### src/design/ecte_pkg.sv
// Shared types and constants of the escape command text encoder.
`default_nettype none
package ecte_pkg;

   localparam int MEM_BYTES     = 128;
   localparam int PICTURE_SLOTS = 8;
   localparam int PIC_IDX_W     = (PICTURE_SLOTS > 1) ? $clog2(PICTURE_SLOTS) : 1;
   localparam int JOB_DEPTH     = 4;
   localparam int BEATS_PER_JOB = 3;
   localparam logic [6:0] MEM_LAST_ADDR = 7'(MEM_BYTES - 1);

   localparam logic CSR_EE_MODE    = 1'b0;
   localparam logic CSR_TEXT_LIMIT = 1'b1;

   localparam logic KIND_WRITE    = 1'b0;
   localparam logic KIND_OVERFLOW = 1'b1;

   localparam logic ACTION_TEXT = 1'b0;
   localparam logic ACTION_END  = 1'b1;

   localparam logic [7:0] CHAR_NEWLINE   = 8'h0A;
   localparam logic [7:0] CHAR_BACKSLASH = 8'h5C;
   localparam logic [7:0] CHAR_ZERO      = 8'h30;
   localparam logic [7:0] CHAR_ONE       = 8'h31;
   localparam logic [7:0] CHAR_NINE      = 8'h39;
   localparam logic [7:0] CHAR_UPPER_I   = 8'h49;
   localparam logic [7:0] CHAR_UPPER_H   = 8'h48;
   localparam logic [7:0] CHAR_UPPER_S   = 8'h53;
   localparam logic [7:0] CHAR_LOWER_S   = 8'h73;
   localparam logic [7:0] CHAR_UPPER_W   = 8'h57;
   localparam logic [7:0] CHAR_LOWER_W   = 8'h77;
   localparam logic [7:0] CHAR_UPPER_P   = 8'h50;
   localparam logic [7:0] CHAR_LOWER_P   = 8'h70;
   localparam logic [7:0] CHAR_UPPER_D   = 8'h44;
   localparam logic [7:0] CHAR_LOWER_D   = 8'h64;

   localparam logic [7:0] BYTE_SEPARATOR = 8'h00;
   localparam logic [7:0] BYTE_END       = 8'h01;
   localparam logic [7:0] BYTE_SPEED     = 8'h02;
   localparam logic [7:0] BYTE_INVERT    = 8'h0A;
   localparam logic [7:0] BYTE_HOLD      = 8'h0B;
   localparam logic [7:0] BYTE_WAIT      = 8'h0E;
   localparam logic [7:0] BYTE_PICTURE   = 8'h16;
   localparam logic [7:0] BYTE_SPACER    = 8'h1E;
   localparam logic [7:0] BYTE_SPACE     = 8'h20;

   typedef enum logic [2:0] {
      CMD_NONE,
      CMD_SPEED,
      CMD_WAIT,
      CMD_PICTURE,
      CMD_SPACER,
      CMD_OTHER
   } cmd_letter_type;

   typedef struct packed {
      logic       action;
      logic [7:0] code;
   } req_type;

   typedef struct packed {
      logic       kind;
      logic [6:0] address;
      logic [7:0] data;
      logic       last;
   } rsp_type;

   typedef struct packed {
      logic       kind;
      logic [6:0] address;
      logic [7:0] data;
   } beat_type;

   typedef struct packed {
      logic [1:0]                       count;
      beat_type [BEATS_PER_JOB-1:0]     beats;
   } job_type;

endpackage
`default_nettype wire

### src/design/ecte_front.sv
// Front end: takes text items, tracks escape and picture state, builds write jobs.
`default_nettype none
module ecte_front (
   input  wire logic             clock,
   input  wire logic             reset,
   input  wire logic             csr_we,
   input  wire logic             csr_index,
   input  wire logic [6:0]       csr_wdata,
   input  wire logic             item_valid,
   input  wire ecte_pkg::req_type item,
   output      logic             job_push,
   output      ecte_pkg::job_type job
);

   logic                    ee_mode_ff, ee_mode_in;
   logic [6:0]              text_limit_ff, text_limit_in;
   logic                    escape_ff, escape_in;
   ecte_pkg::cmd_letter_type letter_ff, letter_in;
   logic                    separated_ff, separated_in;
   logic                    sep_held_ff, sep_held_in;
   logic [7:0]              write_count_ff, write_count_in;
   logic                    started_ff, started_in;
   logic                    stopped_ff, stopped_in;
   logic [ecte_pkg::PICTURE_SLOTS-1:0] pic_valid_ff, pic_valid_in;
   logic [2:0]              pic_id_ff [ecte_pkg::PICTURE_SLOTS];
   logic [2:0]              pic_id_in [ecte_pkg::PICTURE_SLOTS];
   logic [3:0]              pic_count_ff, pic_count_in;

   logic [6:0]              limit;
   logic [8:0]              used;
   logic                    is_digit;
   logic [3:0]              num;
   logic [ecte_pkg::PIC_IDX_W-1:0] slot;
   logic [1:0]              n;
   ecte_pkg::beat_type [ecte_pkg::BEATS_PER_JOB-1:0] beats;

   assign limit    = (text_limit_ff > ecte_pkg::MEM_LAST_ADDR) ? ecte_pkg::MEM_LAST_ADDR
                                                               : text_limit_ff;
   assign is_digit = (item.code >= ecte_pkg::CHAR_ONE) && (item.code <= ecte_pkg::CHAR_NINE);
   assign num      = 4'(item.code - ecte_pkg::CHAR_ZERO);
   assign slot     = ecte_pkg::PIC_IDX_W'(num - 4'd1);

   always_comb begin
      ee_mode_in    = ee_mode_ff;
      text_limit_in = text_limit_ff;
      if (csr_we) begin
         unique case (csr_index)
            ecte_pkg::CSR_EE_MODE:    ee_mode_in    = csr_wdata[0];
            ecte_pkg::CSR_TEXT_LIMIT: text_limit_in = csr_wdata;
            default: ;
         endcase
      end
   end

   always_comb begin
      escape_in      = escape_ff;
      letter_in      = letter_ff;
      separated_in   = separated_ff;
      sep_held_in    = sep_held_ff;
      write_count_in = write_count_ff;
      started_in     = started_ff;
      stopped_in     = stopped_ff;
      pic_valid_in   = pic_valid_ff;
      pic_id_in      = pic_id_ff;
      pic_count_in   = pic_count_ff;
      n              = 2'd0;
      beats          = '0;
      used           = '0;
      if (item_valid && !stopped_ff) begin
         if (!started_ff) begin
            started_in = 1'b1;
            if (ee_mode_ff) begin
               beats[0]       = '{ecte_pkg::KIND_WRITE, write_count_ff[6:0],
                                  ecte_pkg::BYTE_SPACE};
               beats[1]       = '{ecte_pkg::KIND_WRITE, 7'(write_count_ff + 8'd1),
                                  ecte_pkg::BYTE_SPACE};
               n              = 2'd2;
               write_count_in = write_count_ff + 8'd2;
               sep_held_in    = 1'b0;
            end
         end
         used = {1'b0, write_count_in} + {2'b00, pic_count_ff, 3'b000};
         if (item.action == ecte_pkg::ACTION_END) begin
            if (sep_held_in && (write_count_in != 8'd0)) begin
               beats[n]    = '{ecte_pkg::KIND_WRITE, 7'(write_count_in - 8'd1),
                               ecte_pkg::BYTE_END};
               n           = n + 2'd1;
               sep_held_in = 1'b0;
            end else begin
               beats[n]       = '{ecte_pkg::KIND_WRITE, write_count_in[6:0],
                                  ecte_pkg::BYTE_END};
               n              = n + 2'd1;
               sep_held_in    = 1'b0;
               write_count_in = write_count_in + 8'd1;
            end
            escape_in  = 1'b0;
            letter_in  = ecte_pkg::CMD_NONE;
            stopped_in = 1'b1;
         end else if (letter_ff != ecte_pkg::CMD_NONE) begin
            letter_in = ecte_pkg::CMD_NONE;
            if (is_digit) begin
               if ((letter_ff == ecte_pkg::CMD_SPEED) && (num <= 4'd8)) begin
                  beats[n]       = '{ecte_pkg::KIND_WRITE, write_count_in[6:0],
                                     ecte_pkg::BYTE_SPEED + 8'(num) - 8'd1};
                  n              = n + 2'd1;
                  sep_held_in    = 1'b0;
                  write_count_in = write_count_in + 8'd1;
               end else if ((letter_ff == ecte_pkg::CMD_WAIT) && (num <= 4'd8)) begin
                  beats[n]       = '{ecte_pkg::KIND_WRITE, write_count_in[6:0],
                                     ecte_pkg::BYTE_WAIT + 8'(num) - 8'd1};
                  n              = n + 2'd1;
                  sep_held_in    = 1'b0;
                  write_count_in = write_count_in + 8'd1;
               end else if ((letter_ff == ecte_pkg::CMD_PICTURE) &&
                            (num <= 4'(ecte_pkg::PICTURE_SLOTS))) begin
                  if (!pic_valid_ff[slot]) begin
                     pic_valid_in[slot] = 1'b1;
                     pic_id_in[slot]    = pic_count_ff[2:0];
                     pic_count_in       = pic_count_ff + 4'd1;
                  end
                  beats[n]       = '{ecte_pkg::KIND_WRITE, write_count_in[6:0],
                                     ecte_pkg::BYTE_PICTURE + 8'(pic_id_in[slot])};
                  n              = n + 2'd1;
                  sep_held_in    = 1'b0;
                  write_count_in = write_count_in + 8'd1;
               end else if ((letter_ff == ecte_pkg::CMD_SPACER) && (num <= 4'd2)) begin
                  beats[n]       = '{ecte_pkg::KIND_WRITE, write_count_in[6:0],
                                     ecte_pkg::BYTE_SPACER + 8'(num) - 8'd1};
                  n              = n + 2'd1;
                  sep_held_in    = 1'b0;
                  write_count_in = write_count_in + 8'd1;
               end
            end
         end else if (used >= {2'b00, limit}) begin
            beats[n]   = '{ecte_pkg::KIND_OVERFLOW, 7'd0, 8'd0};
            n          = n + 2'd1;
            stopped_in = 1'b1;
         end else if (escape_ff) begin
            escape_in = 1'b0;
            unique case (item.code) inside
               ecte_pkg::CHAR_BACKSLASH: begin
                  beats[n]       = '{ecte_pkg::KIND_WRITE, write_count_in[6:0],
                                     ecte_pkg::CHAR_BACKSLASH};
                  n              = n + 2'd1;
                  sep_held_in    = 1'b0;
                  write_count_in = write_count_in + 8'd1;
               end
               ecte_pkg::CHAR_UPPER_I: begin
                  beats[n]       = '{ecte_pkg::KIND_WRITE, write_count_in[6:0],
                                     ecte_pkg::BYTE_INVERT};
                  n              = n + 2'd1;
                  sep_held_in    = 1'b0;
                  write_count_in = write_count_in + 8'd1;
               end
               ecte_pkg::CHAR_UPPER_H: begin
                  beats[n]       = '{ecte_pkg::KIND_WRITE, write_count_in[6:0],
                                     ecte_pkg::BYTE_HOLD};
                  n              = n + 2'd1;
                  sep_held_in    = 1'b0;
                  write_count_in = write_count_in + 8'd1;
               end
               ecte_pkg::CHAR_UPPER_S, ecte_pkg::CHAR_LOWER_S: letter_in = ecte_pkg::CMD_SPEED;
               ecte_pkg::CHAR_UPPER_W, ecte_pkg::CHAR_LOWER_W: letter_in = ecte_pkg::CMD_WAIT;
               ecte_pkg::CHAR_UPPER_P, ecte_pkg::CHAR_LOWER_P: letter_in = ecte_pkg::CMD_PICTURE;
               ecte_pkg::CHAR_UPPER_D, ecte_pkg::CHAR_LOWER_D: letter_in = ecte_pkg::CMD_SPACER;
               default: letter_in = ecte_pkg::CMD_OTHER;
            endcase
         end else if (item.code == ecte_pkg::CHAR_NEWLINE) begin
            if (separated_ff) begin
               separated_in = 1'b0;
            end else begin
               beats[n]       = '{ecte_pkg::KIND_WRITE, write_count_in[6:0],
                                  ecte_pkg::BYTE_SEPARATOR};
               n              = n + 2'd1;
               sep_held_in    = 1'b1;
               write_count_in = write_count_in + 8'd1;
               separated_in   = 1'b1;
            end
         end else begin
            separated_in = 1'b0;
            if (item.code == ecte_pkg::CHAR_BACKSLASH) begin
               escape_in = 1'b1;
            end else if (item.code >= ecte_pkg::BYTE_SPACE) begin
               beats[n]       = '{ecte_pkg::KIND_WRITE, write_count_in[6:0], item.code};
               n              = n + 2'd1;
               sep_held_in    = 1'b0;
               write_count_in = write_count_in + 8'd1;
            end
         end
      end
   end

   assign job_push  = item_valid && (n != 2'd0);
   assign job.count = n;
   assign job.beats = beats;

   always_ff @(posedge clock) begin
      if (reset) begin
         ee_mode_ff     <= 1'b0;
         text_limit_ff  <= 7'd127;
         escape_ff      <= 1'b0;
         letter_ff      <= ecte_pkg::CMD_NONE;
         separated_ff   <= 1'b0;
         sep_held_ff    <= 1'b0;
         write_count_ff <= 8'd0;
         started_ff     <= 1'b0;
         stopped_ff     <= 1'b0;
         pic_valid_ff   <= '0;
         pic_count_ff   <= 4'd0;
      end else begin
         ee_mode_ff     <= ee_mode_in;
         text_limit_ff  <= text_limit_in;
         escape_ff      <= escape_in;
         letter_ff      <= letter_in;
         separated_ff   <= separated_in;
         sep_held_ff    <= sep_held_in;
         write_count_ff <= write_count_in;
         started_ff     <= started_in;
         stopped_ff     <= stopped_in;
         pic_valid_ff   <= pic_valid_in;
         pic_count_ff   <= pic_count_in;
      end
   end

   always_ff @(posedge clock) begin
      pic_id_ff <= pic_id_in;
   end

   a_stop_holds: assert property (@(posedge clock) disable iff (reset)
      stopped_ff |=> stopped_ff)
      else $error("encoder left the stopped state without reset");

   a_pic_count: assert property (@(posedge clock) disable iff (reset)
      pic_count_ff <= 4'(ecte_pkg::PICTURE_SLOTS))
      else $error("more pictures than slots");

endmodule
`default_nettype wire

### src/design/ecte_queue.sv
// Short job queue between the front end and the back end.
`default_nettype none
module ecte_queue (
   input  wire logic              clock,
   input  wire logic              reset,
   input  wire logic              push,
   input  wire ecte_pkg::job_type wdata,
   input  wire logic              pop,
   output      ecte_pkg::job_type rdata,
   output      logic              full,
   output      logic              empty
);

   localparam int PtrW = $clog2(ecte_pkg::JOB_DEPTH);
   localparam int CntW = $clog2(ecte_pkg::JOB_DEPTH + 1);

   ecte_pkg::job_type slots_ff [ecte_pkg::JOB_DEPTH];
   logic [PtrW-1:0]   wr_ptr_ff, wr_ptr_in;
   logic [PtrW-1:0]   rd_ptr_ff, rd_ptr_in;
   logic [CntW-1:0]   count_ff, count_in;
   logic              do_push, do_pop;

   assign full    = (count_ff == CntW'(ecte_pkg::JOB_DEPTH));
   assign empty   = (count_ff == '0);
   assign do_push = push && !full;
   assign do_pop  = pop && !empty;
   assign rdata   = slots_ff[rd_ptr_ff];

   always_comb begin
      wr_ptr_in = do_push ? PtrW'(wr_ptr_ff + 1'b1) : wr_ptr_ff;
      rd_ptr_in = do_pop  ? PtrW'(rd_ptr_ff + 1'b1) : rd_ptr_ff;
      count_in  = count_ff;
      if (do_push && !do_pop) begin
         count_in = count_ff + 1'b1;
      end else if (do_pop && !do_push) begin
         count_in = count_ff - 1'b1;
      end
   end

   always_ff @(posedge clock) begin
      if (reset) begin
         wr_ptr_ff <= '0;
         rd_ptr_ff <= '0;
         count_ff  <= '0;
      end else begin
         wr_ptr_ff <= wr_ptr_in;
         rd_ptr_ff <= rd_ptr_in;
         count_ff  <= count_in;
      end
   end

   always_ff @(posedge clock) begin
      if (do_push) begin
         slots_ff[wr_ptr_ff] <= wdata;
      end
   end

   a_count_range: assert property (@(posedge clock) disable iff (reset)
      count_ff <= CntW'(ecte_pkg::JOB_DEPTH))
      else $error("job queue count out of range");

endmodule
`default_nettype wire

### src/design/ecte_back.sv
// Back end: delivers each queued job one beat per cycle while rsp_pop takes them.
`default_nettype none
module ecte_back (
   input  wire logic              clock,
   input  wire logic              reset,
   input  wire ecte_pkg::job_type head,
   input  wire logic              head_empty,
   output      logic              head_pop,
   output      logic              rsp_empty,
   input  wire logic              rsp_pop,
   output      ecte_pkg::rsp_type rsp_data
);

   logic [1:0]        idx_ff, idx_in;
   logic              valid_ff, valid_in;
   ecte_pkg::rsp_type out_ff, out_in;
   logic              load;
   logic              is_last;
   ecte_pkg::beat_type beat;

   assign load    = !head_empty && (!valid_ff || rsp_pop);
   assign beat    = head.beats[idx_ff];
   assign is_last = (idx_ff == (head.count - 2'd1));
   assign head_pop = load && is_last;

   always_comb begin
      idx_in   = idx_ff;
      valid_in = valid_ff && !rsp_pop;
      out_in   = out_ff;
      if (load) begin
         valid_in = 1'b1;
         out_in   = '{beat.kind, beat.address, beat.data, is_last};
         idx_in   = is_last ? 2'd0 : idx_ff + 2'd1;
      end
   end

   always_ff @(posedge clock) begin
      if (reset) begin
         idx_ff   <= 2'd0;
         valid_ff <= 1'b0;
      end else begin
         idx_ff   <= idx_in;
         valid_ff <= valid_in;
      end
   end

   always_ff @(posedge clock) begin
      out_ff <= out_in;
   end

   assign rsp_empty = !valid_ff;
   assign rsp_data  = out_ff;

   a_idx_in_job: assert property (@(posedge clock) disable iff (reset)
      !head_empty |-> (idx_ff < head.count))
      else $error("beat index past the end of the job");

   a_idx_idle: assert property (@(posedge clock) disable iff (reset)
      head_empty |-> (idx_ff == 2'd0))
      else $error("beat index left over with no job");

endmodule
`default_nettype wire

### src/design/escape_command_text_encoder.sv
// Top level of the escape command text encoder.
// Usage:
//   Input side is a queue: drive req_data and push; the item is taken at a
//   rising edge with req_push high and req_full low. action 0 carries a text
//   code, action 1 marks end of text.
//   Result side is a queue: while rsp_empty is low, rsp_data holds the oldest
//   byte write (or the overflow error); raise rsp_pop to take it. last marks
//   the final beat caused by one item.
//   csr_we/csr_index/csr_wdata write ee_mode (index 0) and text_limit
//   (index 1); write only while the block is idle.
// Timing:
//   The front end takes one item per cycle while req_full is low and
//   classifies it in that cycle; the job it builds goes into the job queue,
//   then into the back end's output register, which drives rsp_data.
//   The back end emits one beat per cycle while rsp_pop takes them, 1-3
//   beats per item (two lead bytes plus one write at most). A four-entry job
//   queue decouples the two; items that cause no beat never enter it.
// Reset: synchronous; clears control state but not stored data, marks every
//   picture slot unused and returns ee_mode to 0 and text_limit to 127.
// Stall: when rsp_pop stays low the job queue fills and req_full rises.
`default_nettype none
module escape_command_text_encoder (
   input  wire logic              clock,
   input  wire logic              reset,
   input  wire logic              req_push,
   output      logic              req_full,
   input  wire ecte_pkg::req_type req_data,
   output      logic              rsp_empty,
   input  wire logic              rsp_pop,
   output      ecte_pkg::rsp_type rsp_data,
   input  wire logic              csr_we,
   input  wire logic              csr_index,
   input  wire logic [6:0]        csr_wdata
);

   ecte_pkg::job_type job_wr;
   ecte_pkg::job_type job_rd;
   logic              job_push;
   logic              job_pop;
   logic              job_empty;
   logic              item_valid;

   assign item_valid = req_push && !req_full;

   ecte_front u_front (
      .clock      (clock),
      .reset      (reset),
      .csr_we     (csr_we),
      .csr_index  (csr_index),
      .csr_wdata  (csr_wdata),
      .item_valid (item_valid),
      .item       (req_data),
      .job_push   (job_push),
      .job        (job_wr)
   );

   ecte_queue u_queue (
      .clock (clock),
      .reset (reset),
      .push  (job_push),
      .wdata (job_wr),
      .pop   (job_pop),
      .rdata (job_rd),
      .full  (req_full),
      .empty (job_empty)
   );

   ecte_back u_back (
      .clock      (clock),
      .reset      (reset),
      .head       (job_rd),
      .head_empty (job_empty),
      .head_pop   (job_pop),
      .rsp_empty  (rsp_empty),
      .rsp_pop    (rsp_pop),
      .rsp_data   (rsp_data)
   );

endmodule
`default_nettype wire

### config.mk
export PLATFORM = sky130hd
export DESIGN_NAME = escape_command_text_encoder
export DESIGN_NICKNAME = d
export VERILOG_FILES = /design/src/design/ecte_pkg.sv /design/src/design/ecte_front.sv /design/src/design/ecte_queue.sv /design/src/design/ecte_back.sv /design/src/design/escape_command_text_encoder.sv
export SDC_FILE = /design/constraint.sdc
export NUM_CORES = 1
export LEC_CHECK = 0
export BUFFER_PORTS_ARGS = -buffer_cell sky130_fd_sc_hd__buf_2
export CAP_MARGIN = 25
export CORE_MARGIN = 4
export CORE_UTILIZATION = 35
export DETAILED_ROUTE_END_ITERATION = 8
export SLEW_MARGIN = 20
export SYNTH_ARGS = -nofsm -noshare
export SYNTH_HDL_FRONTEND = slang
export SYNTH_SLANG_ARGS = --single-unit
export TNS_END_PERCENT = 30
### constraint.sdc
create_clock -name clock -period 5.2 [get_ports clock]
set_input_delay 0.26 -clock clock [delete_from_list [all_inputs] [get_ports clock]]
set_output_delay 0.26 -clock clock [all_outputs]
set_load 0.05 [all_outputs]
## Word-level counts from Yosys, hierarchy flattened

Memory sizes are Yosys's and may differ from the RTL's. A register that Yosys moved wholly into a read port is not among the register bits.
Index checks and enable logic that the tools add are counted.

- Register bits after elaboration: 87
- RAM bits: 200
- Input port bits: 22
- Output and inout port bits: 19
- Word-level logic and storage cells: 277
- Memories: 1

- Add/subtract/negate cells: 22
- $lt $le $gt $ge: 14
- Eq/ne operators: 22
- Multiplexer cells: 130
- Bitwise gates (word level): 13
- Reduce and logical (&&, ||, !) cells: 47

Memory list:

| memory | depth | width | read ports | clocked after memory_dff | write ports | RTL line | text |
|---|---|---|---|---|---|---|---|
| u_queue.slots_ff | 4 | 50 | 1 | 1 | 1 | ecte_queue.sv:17 | `ecte_pkg::job_type slots_ff [ecte_pkg::JOB_DEPTH];` |

Operators with widths:

| cell | count |
|---|---|
| 2-to-1 mux 48 bit | 15 |
| bitwise mux 48 bit | 11 |
| 2-to-1 mux 24 bit | 8 |
| 2-to-1 mux 8 bit | 18 |
| one-hot mux 48 bit (3 select lines) | 1 |
| equality test 8 x 7 -> 1 bit, second input constant | 11 |
| 2-to-1 mux 32 bit | 2 |
| AND 30 x 45 -> 45 bit | 1 |
| inverter 45 bit | 1 |
| 2-to-1 mux 2 bit | 21 |
| 2-to-1 mux 1 bit | 33 |
| binary-select mux 16 bit (select 2 bit) | 1 |
| demux 16 bit (select 2 bit) | 1 |
| 2-to-1 mux 16 bit | 2 |
| 2-to-1 mux 31 bit | 1 |
| 2-to-1 mux 3 bit | 9 |
| bitwise mux 24 bit | 1 |
| subtractor 8 x 1 -> 8 bit, second input constant | 3 |
| logical AND 1 bit | 19 |
| greater-or-equal comparator 8 x 6 -> 1 bit, second input constant | 2 |
| one-hot mux 3 bit (5 select lines) | 1 |
| adder 8 x 7 -> 9 bit | 1 |
| binary-select mux 3 bit (select 3 bit) | 1 |
| demux 3 bit (select 3 bit) | 1 |
| 54 further kinds | 83 |

## Logic depth before layout (Yosys ltp)

Gate-level depths: netlist (run 1).

- Depth after elaboration: 28
- Gate-level depth with buffers: 21
- Depth with buffers taken out: 21

## Cells and area by module

From an unflattened synthesis (run 1), not the netlist that was laid out.

- Cells, all modules: 1,023
- Area total of the unflattened synthesis: 13,962.1 um^2

By module, submodules not included:

| module | instances | cells an instance | area each (um^2) | sequential area each (um^2) |
|---|---|---|---|---|
| ecte_queue | 1 | 310 | 7,739.9 | 6,185.9 |
| ecte_front | 1 | 617 | 5,173.7 | 1,441.4 |
| ecte_back | 1 | 95 | 1,034.7 | 570.5 |
| escape_command_text_encoder | 1 | 1 | 13.8 | 0.0 |

## Worst setup path before layout (run 1)

Ideal clock, no wire load.

- Path type: register -> register
- From: register u_front.write_count_ff[2]
- To: memory u_queue.slots_ff[0][0] in the netlist's numbering (enable)
- Library setup time: 0.447 ns
- Arrival: 4.962 ns
- Required time: 4.753 ns
- Setup slack: -0.209 ns
- Cell stages (with the launch flop): 14
- Clock period less this slack: 5.409 ns
- Cell sequence: dfxtp_1 buf_2 and4b_1 nand2_1 xnor2_1 inv_1 fa_1 xnor2_1 ha_1 nand4_1 o21ai_0 a211oi_4 a41o_1 nor2b_1

- Longest elaborated chain between the ends: 15

RTL lines:

| what | RTL line | text |
|---|---|---|
| start: declaration | ecte_front.sv:21 | `logic [7:0] write_count_ff, write_count_in;` |
| start signal: assignment | ecte_front.sv:217 | `write_count_ff <= write_count_in;` |
| adder 8 x 2 -> 8 bit | ecte_front.sv:78 | `write_count_in = write_count_ff + 8'd2;` |
| 2-to-1 mux 8 bit | ecte_front.sv:72 | `if (ee_mode_ff) begin` |
| 2-to-1 mux 8 bit * | ecte_front.sv:70 | `if (!started_ff) begin` |
| 2-to-1 mux 8 bit * | ecte_front.sv:69 | `if (item_valid && !stopped_ff) begin` |
| adder 8 x 7 -> 9 bit * | ecte_front.sv:82 | `used = {1'b0, write_count_in} + {2'b00, pic_count_ff, 3'b000};` |
| greater-or-equal comparator 9 x 7 -> 1 bit * | ecte_front.sv:134 | `end else if (used >= {2'b00, limit}) begin` |
| 2-to-1 mux 2 bit * | ecte_front.sv:134 |  |
| 2-to-1 mux 2 bit * | ecte_front.sv:99 | `end else if (letter_ff != ecte_pkg::CMD_NONE) begin` |
| 2-to-1 mux 2 bit * | ecte_front.sv:83 | `if (item.action == ecte_pkg::ACTION_END) begin` |
| 2-to-1 mux 2 bit * | ecte_front.sv:69 |  |
| nonzero test 2 bit * | ecte_front.sv:193 | `assign job_push = item_valid && (n != 2'd0);` |
| logical AND 1 bit * | ecte_front.sv:193 |  |
| logical AND 1 bit * | ecte_queue.sv:25 | `assign do_push = push && !full;` |
| 2-to-1 mux 1 bit * | ecte_queue.sv:53 | `if (do_push) begin` |
| 2-to-1 mux 1 bit (implied by the code) * | ecte_queue.sv:54 | `slots_ff[wr_ptr_ff] <= wdata;` |
| end: declaration | ecte_queue.sv:17 |  |

Every way passes the cells marked *; elsewhere a longest branch is shown, timed or not. The select of a mux whose other input is x is not followed.

## Worst setup path after layout (run 1)

- From: register u_front.write_count_ff[2]
- To: register u_queue.count_ff[2]

- Longest elaborated chain between the ends: 16

RTL lines:

| what | RTL line | text |
|---|---|---|
| adder 8 x 2 -> 8 bit | ecte_front.sv:78 |  |
| 2-to-1 mux 8 bit | ecte_front.sv:72 |  |
| 2-to-1 mux 8 bit * | ecte_front.sv:70 |  |
| 2-to-1 mux 8 bit * | ecte_front.sv:69 |  |
| adder 8 x 7 -> 9 bit * | ecte_front.sv:82 |  |
| greater-or-equal comparator 9 x 7 -> 1 bit * | ecte_front.sv:134 |  |
| 2-to-1 mux 2 bit * | ecte_front.sv:134 |  |
| 2-to-1 mux 2 bit * | ecte_front.sv:99 |  |
| 2-to-1 mux 2 bit * | ecte_front.sv:83 |  |
| 2-to-1 mux 2 bit * | ecte_front.sv:69 |  |
| nonzero test 2 bit * | ecte_front.sv:193 |  |
| logical AND 1 bit * | ecte_front.sv:193 |  |
| logical AND 1 bit * | ecte_queue.sv:25 |  |
| named net u_queue.do_push | ecte_queue.sv:21 | `logic do_push, do_pop;` |
| logical NOT 1 bit | ecte_queue.sv:35 | `end else if (do_pop && !do_push) begin` |
| logical AND 1 bit | ecte_queue.sv:35 |  |
| nonzero test 2 bit (no source line) | - |  |
| end signal: assignment | ecte_queue.sv:48 | `count_ff <= count_in;` |
| end: declaration | ecte_queue.sv:20 | `logic [CntW-1:0] count_ff, count_in;` |

The timed path passes the listed nets; every way through them passes the cells marked *. The select of a mux whose other input is x is not followed.
A chain may end at the register's enable or synchronous reset.

==> results.json, run 1 <==
{
  "start_kind": "flop",
  "worstPathRequired_ps": 5670,
  "cts_max_level": 1,
  "postRouteAntennaNets": 0,
  "grt_first_pass_wirelength_mm": 47.2,
  "die_w_um": 199,
  "synth.top_cell.area_share": 0.489,
  "path_clk_slew_ps": 70,
  "slew_headroom": 0.314,
  "drt-total-wl_mm": 29.4,
  "yosysTopAreaCell": "edfxtp_1",
  "drt_iter0_drc": 577,
  "synth_most_common_cell": "edfxtp_1",
  "crit_path_frequent_cell": "inv_1",
  "ys_ff_latch": 257,
  "synth_ff_type": "edfxtp_1",
  "die_y_um": 199,
  "timing_hold_violations_final": 0,
  "syn_area_mm2": 0.0128,
  "synth_enable_flop_cells": 209,
  "dpl.hpwl_mm": 19.7,
  "synth_warnings": 0,
  "nets": 1122,
  "async_flop_share": 0,
  "area_growth_pct": 13.9,
  "grt_pass1_vias": 8352,
  "num-fill-cells": 3281,
  "cts_tree": "built",
  "routed_via_density": 5.45,
  "worst_pin_slew_ps": 1030,
  "root_buffer": "clkbuf_16",
  "crit_type": "flop to flop",
  "max_freq_mhz": 206,
  "overflow": 0,
  "final_max_slew_viol_count": 0,
  "cp.depth": 18,
  "path_max_fanout": 10,
  "hp-class": "input pin to flop",
  "grt_max_degree": 45,
  "boundaryPins": 41,
  "max_stage_delay_ps": 520,
  "clockBufferDepth": 3,
  "postCtsSetupRepairBufs": 0,
  "drive_above_1_share": 0.191,
  "synthDistinctLibCells": 82,
  "io_buffers": 40,
  "ys_top_cells_by_area": "edfxtp_1 (49%), mux4_2 (7.9%), dfxtp_1 (7.5%), ha_1 (3.4%), nor2_1 (2.7%)",
  "worst_hold_slack_ps": 28.2,
  "diodes": 0,
  "path_cells": "and4b_1, nand2_1, xnor2_1, inv_1, fa_1, xnor2_1, ha_1, nand4_1, o21ai_1, a211oi_4, a41o_1, inv_1, ha_1, inv_1, fa_1, xor2_1, or3_1, a21oi_1",
  "core_area_mm2": 0.0358,
  "rows": 69,
  "critPathCaptureType": "flop",
  "via_count": 8414,
  "fin_crit_sh": 0.932,
  "routedWlPerCell_um": 19.0,
  "crit_family": "adder cells",
  "start_util": 0.358,
  "p_per_area_mw_per_mm2": 421,
  "netlist_instances": 1021,
  "syn_avg_cell_area_um2": 12.6,
  "fin_skew_ps": 8.77,
  "min_period_ps": 4850,
  "grt_antenna_before_repair": 0,
  "timing.max_cap.violations": 0,
  "reg2reg_depth": 18,
  "finalSetupTns_ps": 0,
  "arrival_ps": 5310,
  "holdPathStages": 3,
  "syn_nets": 1080,
  "cts.sinks": 257,
  "grt_usage": 0.148,
  "firstDrtPassIters": 5,
  "crit_buf_inv": 3,
  "peakVddDrop_mv": 0.228,
  "grt_setup_unrepaired": "no",
  "p_leak_nw": 5.18,
  "synth_common_cells": "edfxtp_1 (209), nor2_1 (91), nand2_1 (56), dfxtp_1 (48), inv_1 (47)",
  "dieArea_mm2": 0.0398,
  "status": "finished, final reports clean",
  "gp_congestion": 0.830,
  "clock_latency_ps": 550,
  "cts_made_buffers": 27,
  "yosysSeqAreaShare": 0.564,
  "slowest_stage": "dfxtp_1",
  "setup_viol": 0,
  "drc": 0
}
placed cells by master (no fill, tap or decap), types with 9 or more instances in the layout:
| master | netlist | layout |
|---|---|---|
| nand4_1 | 9 | 9 |
| nand3_1 | 43 | 43 |
| ha_1 | 35 | 35 |
| nor3_1 | 20 | 20 |
| mux4_2 | 45 | 45 |
| dfxtp_1 | 48 | 46 |
| and3_1 | 9 | 9 |
| o22ai_1 | 14 | 14 |
| inv_1 | 47 | 47 |
| nor4_1 | 11 | 11 |
| xnor2_1 | 18 | 18 |
| mux2_2 | 26 | 26 |
| nand2b_1 | 12 | 12 |
| nor2b_1 | 13 | 9 |
| nor2_1 | 91 | 91 |
| edfxtp_1 | 209 | 209 |
| clkbuf_16 | 0 | 27 |
| o21ai_0 | 25 | 24 |
| buf_2 | 5 | 40 |
| mux2i_1 | 30 | 30 |
| a31oi_1 | 13 | 13 |
| a21oi_1 | 46 | 45 |
| or3_1 | 10 | 10 |
| nand2_1 | 56 | 56 |
| xor2_1 | 15 | 14 |
| buf_4 | 2 | 20 |
where the power goes:
part	total [W]	leakage (nW)	switching [W]	internal, W
Clock	0.00192	0.435	0.000810	0.00111
Sequential	0.00264	2.39	0.000145	0.00250
Combinational	0.00159	2.35	0.000999	0.000592
Total	0.00615	5.18	0.00196	0.00420
worst min-delay path: stages:
cell and delay, ps:
buf_2 130, mux2i_1 70, nor2_1 80
layout make-up:
cell class,count,area (um2),share of cell area
clock buffers,30,687,0.0470
clock inverters,20,198,0.0135
inverters,48,180,0.0123
multi-input cells,657,5220,0.357
flip-flops and latches,257,7240,0.495
well taps,461,577,0.0395
repair buffers,72,512,0.0350
repair_timing:
| item | 4_1_cts | 5_1_grt |
|---|---|---|
| setup endpoints to repair | 0 | 28 |
| hold endpoints to repair | 7 | 0 |
| hold buffers | 7 | 0 |
| resized for setup | 0 | 2 |
final timing paths:
path,start,to,slack [ps]
max reg2reg,u_front.write_count_ff[2]$_SDFFE_PP0P_,u_queue.count_ff[2]$_SDFFE_PP0P_,350
min,csr_wdata[0],u_front.ee_mode_ff$_SDFFE_PP0P_,30
max,u_front.write_count_ff[2]$_SDFFE_PP0P_,u_queue.count_ff[2]$_SDFFE_PP0P_,350
min reg2reg,u_front.text_limit_ff[4]$_SDFFE_PP1P_,u_front.text_limit_ff[4]$_SDFFE_PP1P_,470
flip-flops by register name (all words and copies together) (netlist names), 2 cells and up, named ones only:
| register | count |
|---|---|
| u_front.pic_id_ff | 24 |
| u_front.letter_ff | 3 |
| u_queue.rd_ptr_ff | 2 |
| u_back.idx_ff | 2 |
| u_queue.wr_ptr_ff | 2 |
| u_front.write_count_ff | 8 |
| u_front.pic_count_ff | 4 |
| u_queue.slots_ff | 168 |
| u_queue.count_ff | 3 |
| u_back.rsp_data | 17 |
| u_front.text_limit_ff | 7 |
| u_front.pic_valid_ff | 8 |
stage by stage:
stage,util,std cells,power [W],setup WS (ps),cell area [um2]
2_1_floorplan,-,1021,0.00385,-209,12800
3_3_place_gp,0.381,1487,0.00428,428,13600
3_5_place_dp,0.381,1488,0.00430,307,13700
4_1_cts,0.408,1545,0.00623,259,14600
5_1_grt,0.408,1545,0.00647,67.1,14600
6_report,0.408,1545,0.00615,352,14600
per-layer routing:
| metal | vias to the layer above | global-route usage | part of all wire |
|---|---|---|---|
| li1 | 3997 | - | - |
| met1 | 4140 | 0.216 | 0.47 |
| met2 | 231 | 0.239 | 0.46 |
| met3 | 46 | 0.0209 | 0.053 |
| met4 | 0 | 0.0302 | 0.018 |
| met5 | - | 0 | 0 |
cells by family (layout without fill, tap and decap cells):
| logic type | count (synthesis) | after routing | synth area share |
|---|---|---|---|
| flops | 257 | 257 | 0.564 |
| xor+xnor | 33 | 33 | 0.0225 |
| fa+ha+maj | 37 | 37 | 0.0373 |
| compound gates | 180 | 180 | 0.0970 |
| buf+inv | 107 | 170 | 0.0324 |
| mux | 101 | 101 | 0.125 |
| simple gates | 306 | 306 | 0.121 |
Note: power is estimated with default switching activity, not from simulation.
==> run 2, diff against run 1 <==
--- a/config.mk
+++ b/config.mk
@@ -13,5 +13,6 @@
 export SLEW_MARGIN = 20
 export SYNTH_ARGS = -nofsm -noshare
 export SYNTH_HDL_FRONTEND = slang
+export SYNTH_HIERARCHICAL = 1
 export SYNTH_SLANG_ARGS = --single-unit
 export TNS_END_PERCENT = 30
==> run 2 against run 1 <==
- sequential power up 14%
- synthesized cell count rose by 0.20%
- via count increased by 4.2%
- sequential share of layout area rose by 2.1 points
- critical path type unchanged
- clock skew grew 3.0 ps
- fmax decreased by 0.10%
- setup slack worse by 4.9 ps
- critical endpoint is now u_queue/count_ff[2]$_SDFFE_PP0P_
- clock power rose by 21%
- utilization is essentially flat
==> results.json, run 2 <==
{
  "status": "finished, final reports clean",
  "nets": 1126,
  "grt_pass1_vias": 8620,
  "grt_antenna_before_repair": 6,
  "synth_common_cells": "edfxtp_1 (241), nor2_1 (75), nand2_1 (59), mux4_2 (56), dfxtp_1 (48)",
  "ys_top_cells_by_area": "edfxtp_1 (52%), mux4_2 (9.0%), dfxtp_1 (6.9%), ha_1 (2.6%), mux2_2 (2.5%)",
  "cts_made_buffers": 30,
  "clockBufferDepth": 3,
  "core_area_mm2": 0.0390,
  "timing.max_cap.violations": 0,
  "synth_ff_type": "edfxtp_1",
  "layout_commonest_cell": "edfxtp_1",
  "drc": 0,
  "drive_above_1_share": 0.221,
  "timing_hold_violations_final": 0,
  "utilization": 0.408,
  "start_util": 0.358,
  "io_buffers": 40,
  "netlist_instances": 1023,
  "syn_area_mm2": 0.0140,
  "dpl.hpwl_mm": 21.2,
  "syn_avg_cell_area_um2": 13.6,
  "synth_enable_flop_cells": 241,
  "grt_setup_unrepaired": "no",
  "largest_reg_flops": 200,
  "firstDrtPassIters": 5,
  "setup_viol": 0,
  "synth_warnings": 6,
  "ys_ff_latch": 289,
  "worstHoldStart": "csr_wdata[6]",
  "fin_skew_ps": 11.8,
  "layout_common_cells": "edfxtp_1 (241), nor2_1 (74), nand2_1 (59)",
  "grt-busiest-layer": "met2",
  "fin_crit_sh": 0.933,
  "grt_first_pass_wirelength_mm": 50.3,
  "yosysTopAreaCell": "edfxtp_1",
  "met1_usage": 0.213,
  "max_flop_register": "u_queue/slots_ff",
  "boundaryPins": 41,
  "start_kind": "flop",
  "synth.top_cell.area_share": 0.518,
  "cts.sinks": 289,
  "switching_share": 0.304,
  "cts_tree": "built",
  "path_clk_slew_ps": 60,
  "max_freq_mhz": 206,
  "critPathCaptureType": "flop",
  "p_int_w": 0.00491,
  "async_flop_share": 0,
  "die_w_um": 208,
  "power_frac_seq": 0.428,
  "p_sw_w": 0.00215,
  "routed_via_density": 5.43,
  "path_max_fanout": 10,
  "startpoint": "u_front/write_count_ff[1]$_SDFFE_PP0P_",
  "clkPwrFrac": 0.331,
  "drt-total-wl_mm": 31.8,
  "via_count": 8770,
  "postRouteAntennaNets": 0,
  "rows": 72,
  "dieArea_mm2": 0.0432,
  "die_y_um": 208,
  "routedWlPerCell_um": 19.7,
  "crit_type": "flop to flop",
  "drt_iter0_drc": 697,
  "root_buffer": "clkbuf_16",
  "clock_latency_ps": 570,
  "slew_headroom": 0.360,
  "cts_max_level": 1,
  "met2_usage": 0.222,
  "power_w": 0.00706,
  "synth_most_common_cell": "edfxtp_1",
  "gp_congestion": 0.905,
  "synthDistinctLibCells": 85,
  "yosysSeqAreaShare": 0.587,
  "area_growth_pct": 13.9,
  "combPwrFrac": 0.241,
  "p_per_area_mw_per_mm2": 444,
  "grt_max_degree": 41,
  "min_period_ps": 4850,
  "reg2reg_from": "u_front/write_count_ff[1]$_SDFFE_PP0P_",
  "postCtsSetupRepairBufs": 0,
  "peakVddDrop_mv": 0.283,
  "p_leak_nw": 5.45,
  "final_max_slew_viol_count": 0,
  "arrival_ps": 5350,
  "overflow": 0,
  "worst_pin_slew_ps": 953,
  "worstPathRequired_ps": 5700,
  "finalSetupTns_ps": 0,
  "hp-class": "input pin to flop",
  "grt_usage": 0.144,
  "met3_usage": 0.0274
}
-- run 2: cell types whose count changed after synthesis, moves of 7 or more --
cell / delta
inv_1: -14
o21ai_0: +18
and3_1: +8
buf_4: +8
o22ai_1: -12
a211o_1: +7
mux4_2: +11
clkbuf_1: -9
nand3_1: -18
nor2_1: -16
buf_2: +7
o211ai_1: -7
edfxtp_1: +32
-- run 2: per-stage QoR --
step | worst slack, ps | instance area [um2] | std cells | hold slack [ps]
after floorplan | 167 | 14000 | 1030 | 322
after global placement | 393 | 14700 | 1553 | 450
after detailed placement | 192 | 14700 | 1553 | 450
after CTS | 167 | 15900 | 1615 | 9.67
after global routing | 49.0 | 15900 | 1615 | 37.8
final | 347 | 15900 | 1616 | 38.7
-- run 2: cell families after synthesis --
group / synth area share
AND/OR/NAND/NOR: 0.107
adder cells (fa/ha/maj): 0.0289
multiplexers: 0.133
AO/OA/AOI/OAI: 0.0842
other: 0.000269
buffers and inverters: 0.0384
XOR/XNOR: 0.0211
flip-flops: 0.587
-- run 2: final cells by class --
cell class	count	area [um2]
multi-input combinational	638	5270
sequential	289	8200
tap	518	648
fill	3617	23100
clock buffer	32	758
antenna	1	2.50
clock inverter	24	338
inverter	36	135
timing repair buffer	78	551
-- run 2: routing by layer --
layer  wire (um)  part of all wire  vias to the layer above
met5          39            0.0012                        -
met4         604             0.019                        6
met3        1980             0.062                       48
met2       14500              0.46                      267
met1       14700              0.46                     4408
li1            -                 -                     4041
-- run 2: critical path, stage by stage, from the launching register on --
cell and delay (ps):
dfxtp_1 440, ha_1 300, nand3b_4 150, xnor2_2 270
inv_2 150, ha_1 240, fa_1 400, xor2_1 160
ha_1 280, nand2_1 50, nor3_1 190, a21oi_1 140
o21ai_2 100, nor3_1 90, o21ai_0 190, inv_1 100
nor2_2 250, ha_1 230, inv_1 60, fa_1 370
xor2_1 170, or3_1 310, a21oi_1 140
-- run 2: what timing repair did --
action | in CTS | in global routing
resized for setup | 0 | 2
endpoints found under the setup margin | 0 | 71
hold buffers | 6 | 0
hold endpoints to repair | 6 | 0
-- run 2: power by group through the flow --
stage | combinational (W) | clock, W | sequential, W
finish | 0.00170 | 0.00233 | 0.00302
global route | 0.00184 | 0.00251 | 0.00305
CTS | 0.00172 | 0.00240 | 0.00303
detailed placement | 0.00171 | 0 | 0.00308
global placement | 0.00170 | 0 | 0.00307
floorplan | 0.00106 | 0 | 0.00328
-- run 2: path summary, 6_finish.rpt --
| check | end | cells past startpoint | slack (ps) |
|---|---|---|---|
| worst min-delay path | u_front/text_limit_ff[6]$_SDFFE_PP1P_ | 3 | 40 |
| worst max-delay path | u_queue/count_ff[2]$_SDFFE_PP0P_ | 22 | 350 |
| worst min register to register | u_front/text_limit_ff[3]$_SDFFE_PP1P_ | 1 | 460 |
| worst max register to register | u_queue/count_ff[2]$_SDFFE_PP0P_ | 22 | 350 |
